File: src/hw/rtl/vpv_pkg.sv
// vpv_pkg: shared types, widths and codes of the vertex projection viewport core
// used by every module under hw/rtl; depends on nothing
`timescale 1ns / 1ps

package vpv_pkg;

    // number formats
    localparam int MATRIX_FRAC_BITS = 11;
    localparam int COORD_FRAC_BITS  = 16;
    localparam int COORD_W          = 32;
    localparam int ENTRY_W          = 16;
    localparam int DIM              = 4;
    localparam int CFG_IDX_W        = 3;
    localparam int CFG_DATA_W       = DIM * ENTRY_W;

    // datapath widths
    localparam int MAC_W   = ENTRY_W + COORD_W;          // one matrix product
    localparam int CLIP_W  = MAC_W + 2;                  // sum of four terms
    localparam int QUO_W   = COORD_W;                    // quotient bits kept
    localparam int DVD_W   = CLIP_W + COORD_FRAC_BITS;   // shifted dividend
    localparam int TOP_W   = DVD_W - QUO_W;              // dividend part above quotient
    localparam int NDC1_W  = COORD_W + 2;                // ndc plus one
    localparam int SCALE_W = ENTRY_W + 1 + NDC1_W;       // extent times (ndc plus one)
    localparam int SUM_W   = SCALE_W + 2;                // window coordinate before saturation

    // pipeline and queue
    localparam int QUEUE_DEPTH = 4;
    localparam int QPTR_W      = $clog2(QUEUE_DEPTH);
    localparam int QCNT_W      = $clog2(QUEUE_DEPTH + 1);
    localparam int FRONT_LAT   = 2;
    localparam int DIV_LAT     = QUO_W + 3;
    localparam int POST_LAT    = 2;
    localparam int PIPE_LAT    = FRONT_LAT + 1 + DIV_LAT + POST_LAT;

    // fixed point constants
    localparam logic [ENTRY_W-1:0] MATRIX_UNIT = ENTRY_W'(1) << MATRIX_FRAC_BITS;
    localparam logic signed [NDC1_W-1:0] NDC_ONE = $signed(NDC1_W'(1) << COORD_FRAC_BITS);

    // register indexes
    typedef enum logic [CFG_IDX_W-1:0] {
        REG_ROW0     = 3'd0,
        REG_ROW1     = 3'd1,
        REG_ROW2     = 3'd2,
        REG_ROW3     = 3'd3,
        REG_VIEWPORT = 3'd4
    } cfg_reg_t;

    // result status codes
    typedef enum logic [1:0] {
        STATUS_OK     = 2'd0,
        STATUS_IDENT  = 2'd1,
        STATUS_ZERO_W = 2'd2,
        STATUS_NEG_Z  = 2'd3
    } status_t;

    // [row][column] of signed entries, column 0 lowest
    typedef logic [DIM-1:0][DIM-1:0][ENTRY_W-1:0] matrix_t;

    typedef struct packed {
        logic [ENTRY_W-1:0] height;
        logic [ENTRY_W-1:0] width;
        logic [ENTRY_W-1:0] origin_y;
        logic [ENTRY_W-1:0] origin_x;
    } viewport_t;

    // word handed from front to back
    typedef struct packed {
        logic signed [CLIP_W-1:0] cx;
        logic signed [CLIP_W-1:0] cy;
        logic signed [CLIP_W-1:0] cz;
        logic signed [CLIP_W-1:0] cw;
        status_t                  status;
    } clip_word_t;

    // control riding alongside the divider pipeline
    typedef struct packed {
        logic    valid;
        status_t status;
    } tag_t;

endpackage

File: src/hw/rtl/vpv_queue.sv
// vpv_queue: short fifo of clip words between front and back
// depends on vpv_pkg
`timescale 1ns / 1ps

module vpv_queue (
    input  logic                clk,
    input  logic                rst_n,
    input  logic                push,
    input  vpv_pkg::clip_word_t push_word,
    output logic                rd_valid,
    output vpv_pkg::clip_word_t rd_word,
    output logic                almost_full
);

    vpv_pkg::clip_word_t         mem_reg [vpv_pkg::QUEUE_DEPTH];
    logic [vpv_pkg::QPTR_W-1:0]  wr_ptr_reg;
    logic [vpv_pkg::QPTR_W-1:0]  rd_ptr_reg;
    logic [vpv_pkg::QCNT_W-1:0]  count_reg;
    logic [vpv_pkg::QCNT_W-1:0]  count_next;
    logic                        pop;

    // back side drains a word every cycle that the fifo holds one
    assign pop      = (count_reg != '0);
    assign rd_valid = pop;
    assign rd_word  = mem_reg[rd_ptr_reg];

    // room left for words already inside the front
    assign almost_full = (count_reg >=
                          vpv_pkg::QCNT_W'(vpv_pkg::QUEUE_DEPTH - vpv_pkg::FRONT_LAT));

    always_comb
    begin
        count_next = count_reg;
        if (push && !pop)
            count_next = count_reg + 1'b1;
        else if (!push && pop)
            count_next = count_reg - 1'b1;
    end

    // storage
    always_ff @(posedge clk)
    begin
        if (push)
            mem_reg[wr_ptr_reg] <= push_word;
    end

    // pointers and fill count
    always_ff @(posedge clk or negedge rst_n)
    begin
        if (!rst_n)
        begin
            wr_ptr_reg <= '0;
            rd_ptr_reg <= '0;
            count_reg  <= '0;
        end
        else
        begin
            if (push)
                wr_ptr_reg <= wr_ptr_reg + 1'b1;
            if (pop)
                rd_ptr_reg <= rd_ptr_reg + 1'b1;
            count_reg <= count_next;
        end
    end

endmodule

File: config.mk
export PLATFORM = sky130hd
export DESIGN_NAME = vpv_queue
export DESIGN_NICKNAME = d
export VERILOG_FILES = /design/src/hw/rtl/vpv_pkg.sv /design/src/hw/rtl/vpv_queue.sv
export SDC_FILE = /design/constraint.sdc
export NUM_CORES = 1
export LEC_CHECK = 0
export BUFFER_PORTS_ARGS = -buffer_cell sky130_fd_sc_hd__buf_2
export CORE_ASPECT_RATIO = 0.8
export CORE_UTILIZATION = 51
export CTS_CLUSTER_DIAMETER = 30
export DETAILED_ROUTE_END_ITERATION = 6
export PLACE_DENSITY_LB_ADDON = 0.05
export REMOVE_ABC_BUFFERS = 1
export SLEW_MARGIN = 10
export SYNTH_ARGS = -nofsm -noshare
export SYNTH_HDL_FRONTEND = slang
export SYNTH_SLANG_ARGS = --single-unit
File: constraint.sdc
create_clock -name clk -period 5.7 [get_ports clk]
set_input_delay 0.57 -clock clk [delete_from_list [all_inputs] [get_ports clk]]
set_output_delay 0.57 -clock clk [all_outputs]
set_load 0.01 [all_outputs]
======== Word level (Yosys, flattened, before mapping) ========
Memories as Yosys holds them, arrays and structs flattened.
Cells that the tools add are included.
word-level totals
  register bits ........................... 7
  RAM bits ................................ 808
  input port bits ......................... 205
  output and inout bits ................... 204
  memories ................................ 1
cells by class
  add/sub/neg operators ................... 4
  magnitude comparators ................... 1
  muxes and demuxes ....................... 4
  reductions and logical operators ........ 6
memory list
  memory   words  width  rd ports  clocked after memory_dff  write ports  RTL line         source
  mem_reg  4      202    1         0                         1            vpv_queue.sv:15  vpv_pkg::clip_word_t mem_reg [vpv_pkg::QUEUE_DEPTH];
operator list
  kind                                                 count
  two-way mux 3 bit                                    2
  adder 2 x 1 -> 2 bit, second input constant          2
  adder 3 x 1 -> 3 bit, second input constant          1
  >= comparator 3 x 2 -> 1 bit, second input constant  1
  nonzero test 3 bit                                   1
  subtractor 3 x 1 -> 3 bit, second input constant     1
  logical AND 1 bit                                    2
  zero test 1 bit                                      2
  two-way mux 1 bit                                    2
  nonzero test 2 bit                                   1

======== Longest topological paths before layout ========
  depth after elaboration ................. 4
  mapped depth ............................ 6

======== Worst setup path before layout ========
No wires, ideal clock.
  path kind ............................... register to register
  from .................................... reg wr_ptr_reg[0] in the netlist's numbering
  to ...................................... mem mem_reg[0][0] in the netlist's numbering, enable pin
  setup time .............................. 0.586 ns
  arrival ................................. 5.215 ns
  slack ................................... -0.101 ns
  stages on the path, launching flop included .. 4
  period minus slack after synthesis ...... 5.801 ns
  path through ............................ dfrtp_1 inv_1 ha_1 and2_1
RTL lines
  what                      RTL line         source
  start: declaration        vpv_queue.sv:16  logic [vpv_pkg::QPTR_W-1:0] wr_ptr_reg;
  start signal: assignment  vpv_queue.sv:59  wr_ptr_reg <= wr_ptr_reg + 1'b1;
  end: declaration          vpv_queue.sv:15
No word-level cell before the write port.

==> impl_metrics.env <==
export IMPL_status="finished clean"
export IMPL_cp_max_fo=50
export IMPL_drc=0
export IMPL_cts_buffer_depth=3
export IMPL_place_congestion=0.7467
export IMPL_grt_pass1_wl_um=87310
export IMPL_vdd_drop_max_v=0.0004881
export IMPL_multiInputGateArea_um2=4753
export IMPL_p_leak_nw=12.87
export IMPL_placed_area_um2=32420
export IMPL_numCtsBuffers=135
export IMPL_num_rows=78
export IMPL_power_density_nw_per_um2=577.9
export IMPL_drtPass1Iterations=4
export IMPL_synth_xor_area_share_pct=0.2076
export IMPL_crit_arrival_ns=3.12
export IMPL_criticalPathCategory="register to output pin"
export IMPL_die_y_um=217.3
export IMPL_dr_wl_met2_um=28970
export IMPL_yosysTopAreaCellShare_pct=82.15
export IMPL_synthAdderAreaFrac_pct=0.2118
export IMPL_areaGrowthSynthToFinish_pct=25.62
export IMPL_antenna_left=0
export IMPL_cp_start_kind="register"
export IMPL_layout_area_seq_um2=24450
export IMPL_worstReg2RegStart="wr_ptr_reg[0]"
export IMPL_num_vias=13430
export IMPL_ys_async_sr_fraction_pct=0.8589
export IMPL_worst_pin_slew_ns=1.039
export IMPL_post_cts_buffers=0
export IMPL_synth_area_top_cells="edfxtp_1, mux4_2, buf_6"
export IMPL_synth_compound_area_share_pct=0.05930
export IMPL_yosysTopAreaCell="edfxtp_1"
export IMPL_finalHoldViolCount=0
export IMPL_antenna_found_initial=17
export IMPL_min_period_ns=3.692
export IMPL_nNetsFinal=1818
export IMPL_coreArea_um2=56990
export IMPL_largest_reg_flops=808
export IMPL_synthFlopType="edfxtp_1"
export IMPL_synthCells=1091
export IMPL_final_max_slew_viol_count=0
export IMPL_yosys_top_cells_count="edfxtp_1, mux4_2, buf_2"
export IMPL_start_util_pct=51.82
export IMPL_cts_tree="built"
export IMPL_slew_headroom_pct=30.73
export IMPL_fill_cells=3827
export IMPL_wire_per_inst_um=23.47
export IMPL_timing_final_crit_share_pct=64.77
export IMPL_synth_seq_cells=815
export IMPL_post_dp_hpwl_um=33300
export IMPL_maxCapViolations=0
export IMPL_drt_iter0_markers=930
export IMPL_wirelength_met1_um=23300
export IMPL_synth_cell_types=17
export IMPL_setup_viol=0
export IMPL_root_buffer="clkbuf_16"
export IMPL_synth_warnings=0
export IMPL_finish_utilization_pct=65.10
export IMPL_port_buffer_count=408
export IMPL_grt_pass1_vias=14260
export IMPL_final_cell_area_um2=37110
export IMPL_netlist_area_um2=29540
export IMPL_critical_path_required_ns=5.13
export IMPL_clk_pin_slew_ns=0.05
export IMPL_hp_start="push_word[196]"
export IMPL_drive_gt1_share_pct=50.12
export IMPL_worstSetupStartpoint="rd_ptr_reg[0]"
export IMPL_synth_area_per_cell_um2=27.07
export IMPL_grt_ovfl_total=0
export IMPL_die_w_um=271.1
export IMPL_hold_path_class="input port to register"
export IMPL_yosysMostFrequentCell="edfxtp_1"
export IMPL_routed_wl_met3_um=4573
export IMPL_die_area_um2=58890
export IMPL_ys_seq_area_share_pct=82.74
export IMPL_cts_max_level=4
export IMPL_insertion_delay_ns=0.69
export IMPL_crit_path_end_kind="output pin"
export IMPL_synth_simple_area_share_pct=0.1779
export IMPL_rsz0062_at_grt="no"
export IMPL_synthMuxAreaShare_pct=15.40
export IMPL_max_freq_mhz=270.9
export IMPL_grt_total_usage_pct=20.31
export IMPL_via_per_inst=5.399
export IMPL_routed_wl_um=58360
export IMPL_synth_edf_count=808
export IMPL_ios=409
export IMPL_top_layer_used="met5"
export IMPL_grt_max_degree=133
export IMPL_cts_sinks=815
export IMPL_clock_skew_ns=0.01945
export IMPL_synth_top_family_by_area="multiplexers"
==> layout by cell type (no fill, tap or decap), drive strengths merged <==
| master | instances |
|---|---|
| edfxtp | 808 |
| buf | 425 |
| mux4 | 202 |
| clkbuf | 147 |
| clkinv | 49 |
| inv | 21 |
| bufinv | 19 |
| clkinvlp | 16 |
| diode | 7 |
| dfrtp | 7 |
| ha | 5 |
| and2 | 4 |
| xor2 | 4 |
| xnor2 | 3 |
| nor2 | 2 |
| nand2 | 2 |
| o21ai | 2 |
| or2 | 1 |
| or3 | 1 |
| a21o | 1 |
| dlygate4sd3 | 1 |
==> critical path, stage by stage (launching register included) <==
cell and delay (ns):
dfrtp_4 1.11, buf_4 0.56, mux4_2 0.57, buf_2 0.16
==> power by group <==
| group | internal, mW | switching [mW] |
|---|---|---|
| clock network | 5.29 | 2.83 |
| logic | 2.30 | 2.75 |
| registers | 7.85 | 0.410 |
==> cell families after synthesis <==
| group | count (synthesis) |
|---|---|
| AOI/OAI and AO/OA | 3 |
| adders and majority gates | 5 |
| and+or+nand+nor | 10 |
| xor gates and xnor gates | 7 |
| buffers and inverters | 49 |
| DFF | 815 |
| muxes | 202 |
==> cell type report <==
type,count,share of cell area (%)
diodes,7,0.04721
well taps,760,2.563
clock buffers,147,9.283
flip-flops and latches,815,65.88
repair buffers,426,6.110
multi-input cells,227,12.81
clock inverters,102,3.274
inverters,3,0.03035
==> routing by layer <==
layer,up-vias,global-route usage [%]
li1,5863,-
met1,7035,26.28
met2,383,31.95
met3,124,6.885
met4,22,8.079
met5,-,0
==> worst paths after layout <==
path / endpoint / slack, ns / cells past startpoint
min in group asynchronous: count_reg[2] / 0.32 / 2
setup / recovery: rd_word[143] / 2.01 / 3
max in group asynchronous: rd_ptr_reg[1] / 5.16 / 2
hold reg to reg: count_reg[2] / 0.46 / 1
setup reg to reg: mem_reg[2][39] / 3.19 / 4
hold / removal: mem_reg[2][196] / 0.09 / 1
==> stage by stage <==
step	hold slack (ns)	worst slack [ns]	TNS, ns	instances	power [mW]
finish	0.09056	2.008	0	2487	21.44
global route	0.06233	1.722	0	2484	22.35
CTS	0.02880	1.841	0	2480	21.79
detailed placement	0.4315	2.591	0	2230	13.58
global placement	0.4234	2.593	0	2230	13.53
floorplan	0.2744	-3.394	-747.98	1045	11.87
==> timing repair <==
item                      CTS  global route
hold endpoints to repair    7             0
resized for setup           0             0
hold buffers                1             0
Power figures use the tool's default switching activity.
